--- src/sv/sss_pkg.sv ---
package sss_pkg;

  localparam int DIGIT_COUNT = 4;
  localparam int FRAME_BITS  = 16;
  localparam int POS_W       = (DIGIT_COUNT > 1) ? $clog2(DIGIT_COUNT) : 1;
  localparam int STORE_W     = 4 * DIGIT_COUNT;
  localparam int BIT_W       = $clog2(FRAME_BITS);

  localparam logic [0:0] REQ_LOAD    = 1'b0;
  localparam logic [0:0] REQ_REFRESH = 1'b1;

  typedef struct packed {
    logic       req_type;
    logic [7:0] number_value;
  } sss_in_t;

  typedef struct packed {
    logic       serial_bit;
    logic [1:0] digit_position;
    logic       latch_after;
    logic       last_bit;
  } sss_out_t;

  typedef struct packed {
    logic load;
    logic start;
    logic emit;
  } sss_cmd_t;

  typedef struct packed {
    logic last_bit;
  } sss_sts_t;

  typedef enum logic [0:0] {
    ST_IDLE,
    ST_SCAN
  } sss_state_e;

  // Active-low segment pattern; anything above nine blanks the digit
  function automatic logic [7:0] seg_pattern(input logic [3:0] d);
    logic [7:0] pat;
    unique case (d)
      4'd0:    pat = 8'hC0;
      4'd1:    pat = 8'hF9;
      4'd2:    pat = 8'hA4;
      4'd3:    pat = 8'hB0;
      4'd4:    pat = 8'h99;
      4'd5:    pat = 8'h92;
      4'd6:    pat = 8'h82;
      4'd7:    pat = 8'hF8;
      4'd8:    pat = 8'h80;
      4'd9:    pat = 8'h90;
      default: pat = 8'hFF;
    endcase
    return pat;
  endfunction

  // Position-select byte: upper nibble forced high for the first four positions
  function automatic logic [7:0] select_byte(input logic [POS_W-1:0] p);
    logic [7:0] one;
    one = 8'h01 << p;
    if (int'(p) < 4) begin
      one = one | 8'hF0;
    end
    return one;
  endfunction

endpackage

--- src/sv/sss_datapath.sv ---
module sss_datapath import sss_pkg::*; (
  input  logic     clk_i,
  input  logic     rst_ni,
  input  sss_cmd_t cmd_i,
  input  sss_in_t  in_data_i,
  output sss_sts_t sts_o,
  output sss_out_t out_data_o
);

  localparam logic [BIT_W-1:0] FRAME_LAST = BIT_W'(FRAME_BITS - 1);
  localparam logic [POS_W-1:0] LAST_POS   = POS_W'(DIGIT_COUNT - 1);

  logic [STORE_W-1:0]    store_q, store_d;
  logic [FRAME_BITS-1:0] frame_q, frame_d;
  logic [BIT_W-1:0]      bit_q, bit_d;
  logic [POS_W-1:0]      pos_q, pos_d;
  sss_out_t              out_q, out_d;

  logic [1:0]  hund;
  logic [6:0]  rem;
  logic [14:0] prod;
  logic [3:0]  tens;
  logic [6:0]  ones_w;
  logic [3:0]  ones;
  logic [STORE_W-1:0] bcd;
  logic [POS_W-1:0]   pos_nxt;

  // Hundreds by compare, tens by reciprocal multiply (205/2048), ones by remainder
  always_comb begin
    priority if (in_data_i.number_value >= 8'd200) begin
      hund = 2'd2;
      rem  = 7'(in_data_i.number_value - 8'd200);
    end else if (in_data_i.number_value >= 8'd100) begin
      hund = 2'd1;
      rem  = 7'(in_data_i.number_value - 8'd100);
    end else begin
      hund = 2'd0;
      rem  = in_data_i.number_value[6:0];
    end
    prod   = 15'(rem) * 15'd205;
    tens   = prod[14:11];
    ones_w = 7'(rem - 7'(tens) * 7'd10);
    ones   = ones_w[3:0];
  end

  // Ones digit at the last position; digits that do not fit are dropped
  always_comb begin
    int k;
    bcd = '0;
    for (int q = 0; q < DIGIT_COUNT; q++) begin
      k = DIGIT_COUNT - 1 - q;
      if (k == 0) begin
        bcd[4*q +: 4] = ones;
      end else if (k == 1) begin
        bcd[4*q +: 4] = tens;
      end else if (k == 2) begin
        bcd[4*q +: 4] = {2'b00, hund};
      end
    end
  end

  function automatic logic [FRAME_BITS-1:0] frame_for(input logic [STORE_W-1:0] s,
                                                      input logic [POS_W-1:0] p);
    logic [3:0] nib;
    nib = 4'd0;
    for (int i = 0; i < DIGIT_COUNT; i++) begin
      if (p == POS_W'(i)) begin
        nib = s[4*i +: 4];
      end
    end
    return {seg_pattern(nib), select_byte(p)};
  endfunction

  assign pos_nxt = pos_q + POS_W'(1);

  always_comb begin
    store_d = store_q;
    frame_d = frame_q;
    bit_d   = bit_q;
    pos_d   = pos_q;
    out_d   = out_q;
    if (cmd_i.load) begin
      store_d = bcd;
    end
    if (cmd_i.start) begin
      frame_d = frame_for(store_q, '0);
      bit_d   = '0;
      pos_d   = '0;
    end
    if (cmd_i.emit) begin
      out_d.serial_bit     = frame_q[FRAME_BITS-1];
      out_d.digit_position = 2'(pos_q);
      out_d.latch_after    = (bit_q == FRAME_LAST);
      out_d.last_bit       = (bit_q == FRAME_LAST) && (pos_q == LAST_POS);
      if (bit_q == FRAME_LAST) begin
        frame_d = frame_for(store_q, pos_nxt);
        bit_d   = '0;
        pos_d   = pos_nxt;
      end else begin
        frame_d = frame_q << 1;
        bit_d   = bit_q + BIT_W'(1);
      end
    end
  end

  always_ff @(posedge clk_i or negedge rst_ni) begin
    if (!rst_ni) begin
      store_q <= '0;
      frame_q <= '0;
      bit_q   <= '0;
      pos_q   <= '0;
    end else begin
      store_q <= store_d;
      frame_q <= frame_d;
      bit_q   <= bit_d;
      pos_q   <= pos_d;
    end
  end

  always_ff @(posedge clk_i) begin
    out_q <= out_d;
  end

  assign sts_o.last_bit = (bit_q == FRAME_LAST) && (pos_q == LAST_POS);
  assign out_data_o     = out_q;

endmodule

--- src/sv/sss_ctrl.sv ---
module sss_ctrl import sss_pkg::*; (
  input  logic     clk_i,
  input  logic     rst_ni,
  input  logic     in_valid_i,
  input  logic     req_type_i,
  output logic     in_stall_o,
  output logic     out_valid_o,
  input  logic     out_stall_i,
  input  sss_sts_t sts_i,
  output sss_cmd_t cmd_o
);

  sss_state_e state_q, state_d;
  logic       out_valid_q, out_valid_d;
  logic       can_emit;

  assign can_emit = !out_valid_q || !out_stall_i;

  always_comb begin
    state_d    = state_q;
    cmd_o      = '0;
    in_stall_o = 1'b1;
    unique case (state_q)
      ST_IDLE: begin
        in_stall_o = 1'b0;
        if (in_valid_i) begin
          if (req_type_i == REQ_LOAD) begin
            cmd_o.load = 1'b1;
          end else begin
            cmd_o.start = 1'b1;
            state_d     = ST_SCAN;
          end
        end
      end
      ST_SCAN: begin
        if (can_emit) begin
          cmd_o.emit = 1'b1;
          if (sts_i.last_bit) begin
            state_d = ST_IDLE;
          end
        end
      end
      default: state_d = ST_IDLE;
    endcase
    out_valid_d = cmd_o.emit ? 1'b1 : (out_valid_q && out_stall_i);
  end

  always_ff @(posedge clk_i or negedge rst_ni) begin
    if (!rst_ni) begin
      state_q     <= ST_IDLE;
      out_valid_q <= 1'b0;
    end else begin
      state_q     <= state_d;
      out_valid_q <= out_valid_d;
    end
  end

  assign out_valid_o = out_valid_q;

`ifndef SYNTH
  a_emit_free: assert property (@(posedge clk_i) disable iff (!rst_ni)
    cmd_o.emit |-> (state_q == ST_SCAN) && !(out_valid_q && out_stall_i))
    else $error("beat pushed over a held beat");

  a_last_to_idle: assert property (@(posedge clk_i) disable iff (!rst_ni)
    (cmd_o.emit && sts_i.last_bit) |=> (state_q == ST_IDLE) && out_valid_q)
    else $error("scan did not end after last bit");

  a_load_idle: assert property (@(posedge clk_i) disable iff (!rst_ni)
    (cmd_o.load || cmd_o.start) |-> (state_q == ST_IDLE) && !(cmd_o.load && cmd_o.start))
    else $error("load or start outside idle");
`endif

endmodule

--- src/sv/seven_segment_serial_scan.sv ---
// Channel | Direction | Handshake                   | Beat
// --------+-----------+-----------------------------+----------------------------------
// in      | input     | in_valid_i / in_stall_o     | sss_in_t: req_type, number_value
// out     | output    | out_valid_o / out_stall_i   | sss_out_t: one serial bit each
//
// A load beat is accepted and the digit store updated at the same clock edge.
// A refresh is accepted, then gives 16*DIGIT_COUNT beats (64 here), one a cycle unless
// the output stalls, paced by the frame bit counter and position counter in the datapath.
// The next beat in is taken the cycle after the last refresh bit enters the output register.
// A stall on the output holds the output register and freezes the scan counters.
// Reset clears the digit store (display shows 0000) and returns the controller to idle.
module seven_segment_serial_scan import sss_pkg::*; (
  input  logic     clk_i,
  input  logic     rst_ni,
  input  logic     in_valid_i,
  output logic     in_stall_o,
  input  sss_in_t  in_data_i,
  output logic     out_valid_o,
  input  logic     out_stall_i,
  output sss_out_t out_data_o
);

  sss_cmd_t cmd;
  sss_sts_t sts;

  // Sequence loads and scans; own the output valid flag
  sss_ctrl u_ctrl (
    .clk_i       (clk_i),
    .rst_ni      (rst_ni),
    .in_valid_i  (in_valid_i),
    .req_type_i  (in_data_i.req_type),
    .in_stall_o  (in_stall_o),
    .out_valid_o (out_valid_o),
    .out_stall_i (out_stall_i),
    .sts_i       (sts),
    .cmd_o       (cmd)
  );

  // Hold the BCD store, shift the frame out MSB first, register each beat
  sss_datapath u_datapath (
    .clk_i      (clk_i),
    .rst_ni     (rst_ni),
    .cmd_i      (cmd),
    .in_data_i  (in_data_i),
    .sts_o      (sts),
    .out_data_o (out_data_o)
  );

endmodule
--- config.mk ---
export PLATFORM = sky130hd
export DESIGN_NAME = seven_segment_serial_scan
export DESIGN_NICKNAME = d
export VERILOG_FILES = /design/src/sv/sss_pkg.sv /design/src/sv/sss_datapath.sv /design/src/sv/sss_ctrl.sv /design/src/sv/seven_segment_serial_scan.sv
export SDC_FILE = /design/constraint.sdc
export NUM_CORES = 1
export LEC_CHECK = 0
export BUFFER_PORTS_ARGS = -buffer_cell sky130_fd_sc_hd__buf_2
export CAP_MARGIN = 10
export CORE_ASPECT_RATIO = 1.25
export CORE_MARGIN = 3
export CORE_UTILIZATION = 62
export DETAILED_ROUTE_END_ITERATION = 10
export GPL_TIMING_DRIVEN = 0
export PLACE_DENSITY_LB_ADDON = 0.05
export SLEW_MARGIN = 30
export SYNTH_ARGS = -nofsm -noshare
export SYNTH_HDL_FRONTEND = slang
export SYNTH_SLANG_ARGS = --single-unit
--- constraint.sdc ---
create_clock -name clk_i -period 2.9 [get_ports clk_i]
set_clock_uncertainty 0.15 [all_clocks]
set_input_delay 0.145 -clock clk_i [delete_from_list [all_inputs] [get_ports clk_i]]
set_output_delay 0.145 -clock clk_i [all_outputs]
set_load 0.01 [all_outputs]
==> results.md, run 1 <==
Outcome:
- The flow ran to the end, but the final reports show violations.
- The final reports fail on setup timing.

Final layout:
- The library cells used most frequently in the layout, excluding fill and tap cells, are sky130_fd_sc_hd__nand2_1 (43), sky130_fd_sc_hd__ha_1 (36), sky130_fd_sc_hd__dfrtp_1 (34).
- After the last flow step, the layout net total stands at 459.
- The leading cell type in the layout, fill and taps excluded is sky130_fd_sc_hd__nand2_1.
- The total non-filler cell area in the finished layout is 4180 µm².
- The repair_antennas step left the layout with diodes totalling 0.
- Of the cells placed in the final design, the portion with a size suffix greater than 1 is 0.327.
- The layout overhead on the synthesized area is 31.3%.

GRT:
- In the global route stage, overall resource usage came out at 0.292.
- The global route total overflow is 0.
- The wire length of the first global-routing pass is 13.8 mm.
- The initial antenna violation count came to 0.
- The via count of the first global-routing pass was 2,947.
- Entering global routing, the biggest net connects 35 pins.

Yosys:
- In the synthesized netlist the async set-or-reset flop fraction comes to 0.872.
- The net count after synthesis is 405.
- For this run, the leading register cell type out of synthesis is sky130_fd_sc_hd__dfrtp_1.
- The fraction of post-synthesis cell area in the top cell type by area is 0.267.
- The average size of a mapped cell is 9.57 µm².
- By area the synthesized netlist is led by sky130_fd_sc_hd__dfrtp_1 (27%), sky130_fd_sc_hd__ha_1 (20%), sky130_fd_sc_hd__fa_1 (5.7%).
- Synthesis produced a netlist whose cell count is 333.
- Counting flops with a built-in enable in the synthesized netlist gives 5.
- For this run, the register share of the synthesized area comes to 0.314.
- The post-synthesis register bit count is 39.
- sky130_fd_sc_hd__dfrtp_1 takes more of the synthesized area than any other cell.
- The synthesized netlist occupies a cell area of 3190 µm².
- The distinct cell type count after synthesis is 53.
- The Yosys step of the flow raised 0 warnings.

Route:
- The detailed router placed 2,839 vias in this run.
- In the routed design, unresolved DRC markers number 0.
- The count of antenna-violating nets left after detailed routing is 0.
- The routed wire length is 9.57 mm.
- The post-detailed-route via-to-cell ratio is 6.34.
- The number of detailed-routing iterations run before antenna repair is 4.
- In the final routed layout, each cell accounts on average for 21.4 µm.
- The starting DRC count in detailed routing is 163.

Placed design:
- Routability-driven placement finished with a final weighted congestion of 0.842.
- The placed instance area is 3420 µm².
- The number of port buffers is 17.
- Detailed placement finished with a half-perimeter wire length of 5.05 mm.
- The pre-CTS setup slack is -3170 ps.

Power:
- The power density over cell area is 970 nW/µm².
- IR analysis of the VDD net gives a maximum drop of 0.00107 V.
- In this run the static leakage power is 1.94 nW.

Timing:
- Headroom to the max-slew limit came out at 0.506.
- The post-route setup TNS is -14,490 ps.
- The total setup violations reported at the end of the flow is 7.
- Setup repair after global routing could not meet its margin everywhere.
- The total count of hold-check failures in the final report is 0.
- The final critical-path setup slack is -2620 ps.
- The total count of max-transition violations in the final report is 0.
- After layout, the minimum clock period comes to 5520 ps.
- Derived from the worst setup path, the maximum achievable clock frequency is 181 MHz.
- At the pin with the least slew margin, the transition time is 741 ps.
- In the finished design, the share of the clock period the worst path needs comes to 1.90.

Run:
- The max capacitance violation total is 0.

Clock tree:
- After clock tree synthesis, the clock-pin slew on the worst setup and hold paths is 80 ps.
- The number of buffers on the longest clock path is 2.
- The latest clock arrival within the worst-skew pair is 300 ps.
- TritonCTS built the clock tree.
- Counting every sink on the clock net gives 39.
- The number of levels in the clock H-tree is 2.
- The TritonCTS buffer count is 5.
- The buffer type at the clock tree root is sky130_fd_sc_hd__clkbuf_8.

Worst setup path:
- The startpoint-to-endpoint class of the critical path is input pin to register.
- The worst setup path is launched from an input pin.
- Data on the critical path arrives at its endpoint at 5590 ps.
- The maximum fanout along the worst path is 5.
- At the worst endpoint, the required time is 2980 ps.
- The type of element capturing the critical path is a register.

Floorplan:
- For this configuration, the core starts out at a cell density of 0.659.
- The core area is 4830 µm².
- The die is 70.1 µm wide.
- The height of the die is 86.1 µm.
- The top-level I/O count is 20.
- The floorplan step defined a die boundary enclosing 6040 µm².
- In this run the core area contains 28 standard-cell rows.

Min path:
- The worst min-delay path class is input pin to register.
sequential cells by signal (all words and copies together) (netlist names):
register	flops
u_datapath.out_data_o	5
u_datapath.store_q	10
u_ctrl.out_valid_o	1
u_datapath.frame_q	16
u_datapath.bit_q	4
u_ctrl.state_q	1
u_datapath.pos_q	2
area by class of cell:
class	count	area, µm²
sequential	39	1000
fill	227	652
buffer	7	51.3
clock inverter	3	38.8
timing repair buffer	48	349
tap	60	75.1
multi-input combinational	253	2470
clock buffer	5	68.8
inverter	33	129
layer usage:
metal / GRT usage / wire length, µm / vias up
li1: - / - / 1289
met1: 0.284 / 3420 / 1384
met2: 0.580 / 5150 / 111
met3: 0.0387 / 374 / 55
met4: 0.162 / 627 / 0
met5: 0 / 0 / -
synthesized netlist by cell type, types with 3 or more instances:
library cell               count
sky130_fd_sc_hd__a22o_1        3
sky130_fd_sc_hd__nand4_1       5
sky130_fd_sc_hd__nor2b_1       4
sky130_fd_sc_hd__edfxtp_1      5
sky130_fd_sc_hd__ha_1         50
sky130_fd_sc_hd__xor2_1        4
sky130_fd_sc_hd__a21oi_1      17
sky130_fd_sc_hd__o22ai_1       3
sky130_fd_sc_hd__inv_1        32
sky130_fd_sc_hd__dfrtp_1      34
sky130_fd_sc_hd__nor3_1        3
sky130_fd_sc_hd__o21ai_0      27
sky130_fd_sc_hd__and2_1        4
sky130_fd_sc_hd__a22oi_1       4
sky130_fd_sc_hd__a21o_1        5
sky130_fd_sc_hd__nand3_1       4
sky130_fd_sc_hd__xnor2_1       5
sky130_fd_sc_hd__nor2_1       13
sky130_fd_sc_hd__clkbuf_1      5
sky130_fd_sc_hd__mux2i_1       5
sky130_fd_sc_hd__fa_1          9
sky130_fd_sc_hd__o22a_1        6
sky130_fd_sc_hd__a31oi_1       3
sky130_fd_sc_hd__nand2_1      47
where the power goes:
part           internal [mW]  switching (mW)
Combinational           1.30            1.41
Clock                  0.252           0.190
Sequential             0.756           0.148
Total                   2.31            1.75
critical path, cell delays in order:
cell                       delay (ps)
sky130_fd_sc_hd__buf_12           100
sky130_fd_sc_hd__o311a_4          380
sky130_fd_sc_hd__a41oi_4          300
sky130_fd_sc_hd__nand2_2          140
sky130_fd_sc_hd__o22ai_4          190
sky130_fd_sc_hd__xor2_4           230
sky130_fd_sc_hd__buf_4            150
sky130_fd_sc_hd__ha_1             260
sky130_fd_sc_hd__fa_2             590
sky130_fd_sc_hd__ha_1             250
sky130_fd_sc_hd__ha_1             310
sky130_fd_sc_hd__ha_1             360
sky130_fd_sc_hd__a21o_1           230
sky130_fd_sc_hd__a21oi_1          220
sky130_fd_sc_hd__nor2b_1          100
sky130_fd_sc_hd__o21ai_1          230
sky130_fd_sc_hd__o311ai_4         170
sky130_fd_sc_hd__inv_2            110
sky130_fd_sc_hd__ha_4             130
sky130_fd_sc_hd__inv_2             40
sky130_fd_sc_hd__fa_2             370
sky130_fd_sc_hd__xor2_2           200
sky130_fd_sc_hd__xnor3_1          240
sky130_fd_sc_hd__o21ai_1          150
cell families (layout without fill, tap and decap cells):
kind of cell	Yosys count	after routing	synth area share
AO/OA/AOI/OAI	86	86	0.191
buffers and inverters	41	96	0.0534
adder cells (fa/ha/maj)	59	59	0.253
AND/OR/NAND/NOR	91	91	0.134
flip-flops	39	39	0.314
XOR/XNOR	10	10	0.0318
multiplexers	7	7	0.0228
per-stage QoR:
step	std cells	hold slack (ps)	util	power, mW
2_1_floorplan	333	-301	-	2.22
3_3_place_gp	410	96.6	0.708	2.56
3_5_place_dp	410	95.7	0.708	2.62
4_1_cts	443	85.5	0.830	3.55
5_1_grt	448	131	0.865	4.26
6_report	448	115	0.865	4.06
final timing paths:
path                                                    startpoint                                 end  slack, ps  cells past startpoint
worst max-delay path                                  in_data_i[5]  u_datapath.store_q[15]$_DFFE_PN0P_      -2620                     24
worst min-delay path                                  in_data_i[8]            u_ctrl.state_q$_DFF_PN0_        110                      3
worst max register to register       u_datapath.pos_q[1]$_DFF_PN0_  u_datapath.frame_q[12]$_DFFE_PN0P_        100                     12
worst min register to register  u_datapath.frame_q[15]$_DFFE_PN0P_  u_datapath.out_data_o[4]$_DFFE_PP_        330                      0
max in group asynchronous                                   rst_ni  u_datapath.store_q[10]$_DFFE_PN0P_       1820                      2
min in group asynchronous                                   rst_ni  u_datapath.frame_q[11]$_DFFE_PN0P_        300                      2
repair_timing:
| action | in CTS | in global routing |
|---|---|---|
| resized for setup | 55 | 25 |
| pin swaps | 30 | 13 |
| hold buffers | 2 | 0 |
| hold endpoints to repair | 35 | 0 |
| setup endpoints to repair | 12 | 13 |
| setup buffers | 23 | 7 |
(Power assumes the default switching activity.)
==> inputs of run 2 (changes only) <==
--- a/config.mk
+++ b/config.mk
@@ -12,7 +12,7 @@
 export CORE_UTILIZATION = 62
 export DETAILED_ROUTE_END_ITERATION = 10
 export GPL_TIMING_DRIVEN = 0
-export PLACE_DENSITY_LB_ADDON = 0.05
+export PLACE_DENSITY = 0.81
 export SLEW_MARGIN = 30
 export SYNTH_ARGS = -nofsm -noshare
 export SYNTH_HDL_FRONTEND = slang
==> run 2 against run 1 <==
  * The flow still finishes with violations (setup timing)
  * Clock power is 5.9% higher
  * Die area stayed put
  * Utilization is 3.3 points higher
  * Maximum frequency is 1.6% lower
  * Sequential share of layout area is 0.89 points lower
  * Worst hold slack better by 12 ps
  * Largest power group unchanged
==> results.md, run 2 (synthesis results as in run 1) <==
Timing:
- The highest attainable clock frequency is 178 MHz (-1.6%).
- The total count of max-transition violations in the final report came to 0 (unchanged).
- The final critical-path setup slack is -2710 ps (-90.4 ps).
- The total setup violations reported at the end of the flow is 7 (unchanged).
- The total count of hold-check failures in the final report is 0 (unchanged).
- The period utilization is 1.93 (+0.0312).
- The tightest slew margin relative to the limit is 0.508 (+0.00148).
- Setup repair after global routing could not meet its margin everywhere.
- The actual transition at the worst max-transition pin is 739 ps (-2.22 ps).
- The post-route setup TNS came to -16,010 ps (-1520 ps).
- The post-route minimum period is 5610 ps (+90.4 ps).
- The tightest hold margin came to 127 ps (+12.2 ps).

Placed design:
- The placed instance area is 3420 µm² (unchanged).
- The pre-CTS setup slack came to -3220 ps (-49.4 ps).
- The estimated wirelength of the detail-placed design came to 5.07 mm (+0.45%).
- The total placed cells including tap cells is 410 (unchanged).
- The number of port buffers is 17 (unchanged).
- The final RePlAce weighted congestion is 0.831 (-1.3%).

Floorplan:
- The effective utilization at floorplan is 0.659 (unchanged).
- The top-level I/O count was 20 (unchanged).
- The height of the die is 86.1 µm (unchanged).
- The overall die width came to 70.1 µm (unchanged).
- The core area came to 4830 µm² (unchanged).
- The placement row count came to 28 (unchanged).
- The die footprint came to 6040 µm² (unchanged).

Worst setup path:
- The type of element capturing the critical path is a register.
- The data arrival at the endpoint of the critical path is 5700 ps (+110 ps).
- The critical path is of the input pin to register type.
- The worst-path cell with the longest stage delay is sky130_fd_sc_hd__fa_2.
- The largest stage delay on the critical path is 450 ps (-140 ps).
- The most frequent cell on the critical path is sky130_fd_sc_hd__ha_1.
- The worst-case register-to-register setup slack was 210 ps (+110 ps).
- The endpoint required time on the critical path is 2990 ps (about the same).
- The cell family contributing the most delay on the critical path is adder cells.
- The number of buffers and inverters on the critical path is 6 (+2).
- The maximum fanout along the worst path came to 4 (-1).
- The worst setup path is launched from an input pin.

Final layout:
- The number of nets in the finished design was 475 (+3.5%).
- The fraction of final layout cells sized beyond drive strength 1 is 0.369 (+0.0415).
- The end-of-flow core utilization is 0.899 (+0.0334).
- The total non-filler cell area in the finished layout is 4340 µm² (+3.9%).
- The antenna diode count is 0 (unchanged).
- The register with the most flip-flops is u_datapath.frame_q.
- The library cells used most frequently in the layout, excluding fill and tap cells, are sky130_fd_sc_hd__nand2_1 (42), sky130_fd_sc_hd__buf_4 (36), sky130_fd_sc_hd__dfrtp_1 (34).
- The layout overhead on the synthesized area is 36.4%.
- The final non-filler cell total is 464 (+3.6%).
- The number of flip-flops under the largest register name is 16 (unchanged).
- The library cell used most frequently in the layout, excluding fill and tap cells, is sky130_fd_sc_hd__nand2_1.

Route:
- The starting DRC count in detailed routing is 304 (+87%).
- The number of vias after detailed routing is 3,107 (+9.4%).
- The count of antenna-violating nets left after detailed routing is 0 (unchanged).
- The post-detailed-route via-to-cell ratio is 6.70 (+5.7%).
- The DRC violations left is 0 (unchanged).
- The number of detailed-routing iterations run before antenna repair is 5 (+1).
- The routed wire length is 11.1 mm (+16%).
- The average wire per cell in the routed design was 24.0 µm (+12%).

GRT:
- The total track usage is 0.314 (+0.0224).
- The maximum number of pins on one net before global-route repair is 35 (unchanged).
- The global route total overflow is 0 (unchanged).
- The initial antenna violation count came to 0 (unchanged).
- The wire length of the first global-routing pass is 14.7 mm (+6.2%).
- The via count of the first global-routing pass came to 3,067 (+4.1%).

Power:
- The largest vdd supply drop is 0.00115 V (+7.6%).
- The power density over cell area is 1050 nW/µm² (+8.3%).
- The leakage power came to 2.01 nW (+3.7%).
- The total chip power was 4.56 mW (+12%).

Clock tree:
- TritonCTS built the clock tree.
- The buffer type at the clock tree root is sky130_fd_sc_hd__clkbuf_8.
- The TritonCTS buffer count is 5 (unchanged).
- The latest clock arrival within the worst-skew pair was 310 ps (about the same).
- The clock transition at the registers of the reported paths was 90 ps (about the same).
- The number of buffers on the longest clock path is 2 (unchanged).
- The number of levels in the clock H-tree is 2 (unchanged).
- The number of clock sinks seen by CTS is 39 (unchanged).

Min path:
- The worst min-delay path class is input pin to register.

Outcome:
- The final reports fail on setup timing.
- The run finished, with violations left.

Run:
- The max capacitance violation total is 0 (unchanged).
-- run 2: changes by cell type in the layout (fill, tap and decap cells not counted), sizes merged --
| cell | delta |
|---|---|
| buf | +16 |
-- run 2: per-layer routing --
metal / GRT usage / share of wire / vias up
li1: - / - / 1316
met1: 0.316 / 0.33 / 1472
met2: 0.586 / 0.51 / 209
met3: 0.0528 / 0.064 / 110
met4: 0.213 / 0.093 / 0
met5: 0 / 0 / -
-- run 2: timing repair --
| item | 4_1_cts | 5_1_grt |
|---|---|---|
| setup buffers | 33 | 13 |
| pin swaps | 36 | 13 |
| endpoints found under the hold margin | 35 | 0 |
| hold buffers | 2 | 0 |
| endpoints found under the setup margin | 12 | 13 |
| resized for setup | 60 | 31 |
-- run 2: path summary, 6_finish.rpt --
path                                                            to                               start  cells past startpoint
worst max-delay path            u_datapath.store_q[15]$_DFFE_PN0P_                        in_data_i[5]                     25
worst min-delay path                      u_ctrl.state_q$_DFF_PN0_                        in_data_i[8]                      3
worst max register to register  u_datapath.frame_q[12]$_DFFE_PN0P_       u_datapath.pos_q[1]$_DFF_PN0_                     12
worst min register to register  u_datapath.out_data_o[4]$_DFFE_PP_  u_datapath.frame_q[15]$_DFFE_PN0P_                      0
max in group asynchronous        u_datapath.frame_q[7]$_DFFE_PN0P_                              rst_ni                      2
min in group asynchronous        u_datapath.store_q[5]$_DFFE_PN0P_                              rst_ni                      2
-- run 2: worst register-to-register path, delay by kind of cell (launching register included) --
kind | cells | cell delay (ps)
adders and majority gates | 2 | 480
DFF | 1 | 440
AOI/OAI and AO/OA | 6 | 940
and+or+nand+nor | 2 | 340
buffers and inverters | 2 | 250
-- run 2: cell type report --
cell class	instances	area, µm²
Multi-Input combinational cell	253	2480
Timing Repair Buffer	64	495
Tap cell	60	75.1
Sequential cell	39	1000
Clock inverter	3	43.8
Buffer	7	51.3
Fill cell	186	490
Inverter	33	129
Clock buffer	5	68.8
-- run 2: power by group --
| part | internal [mW] | switching [mW] |
|---|---|---|
| combinational | 1.55 | 1.63 |
| sequential | 0.756 | 0.155 |
| clock | 0.256 | 0.212 |
| total | 2.57 | 2.00 |
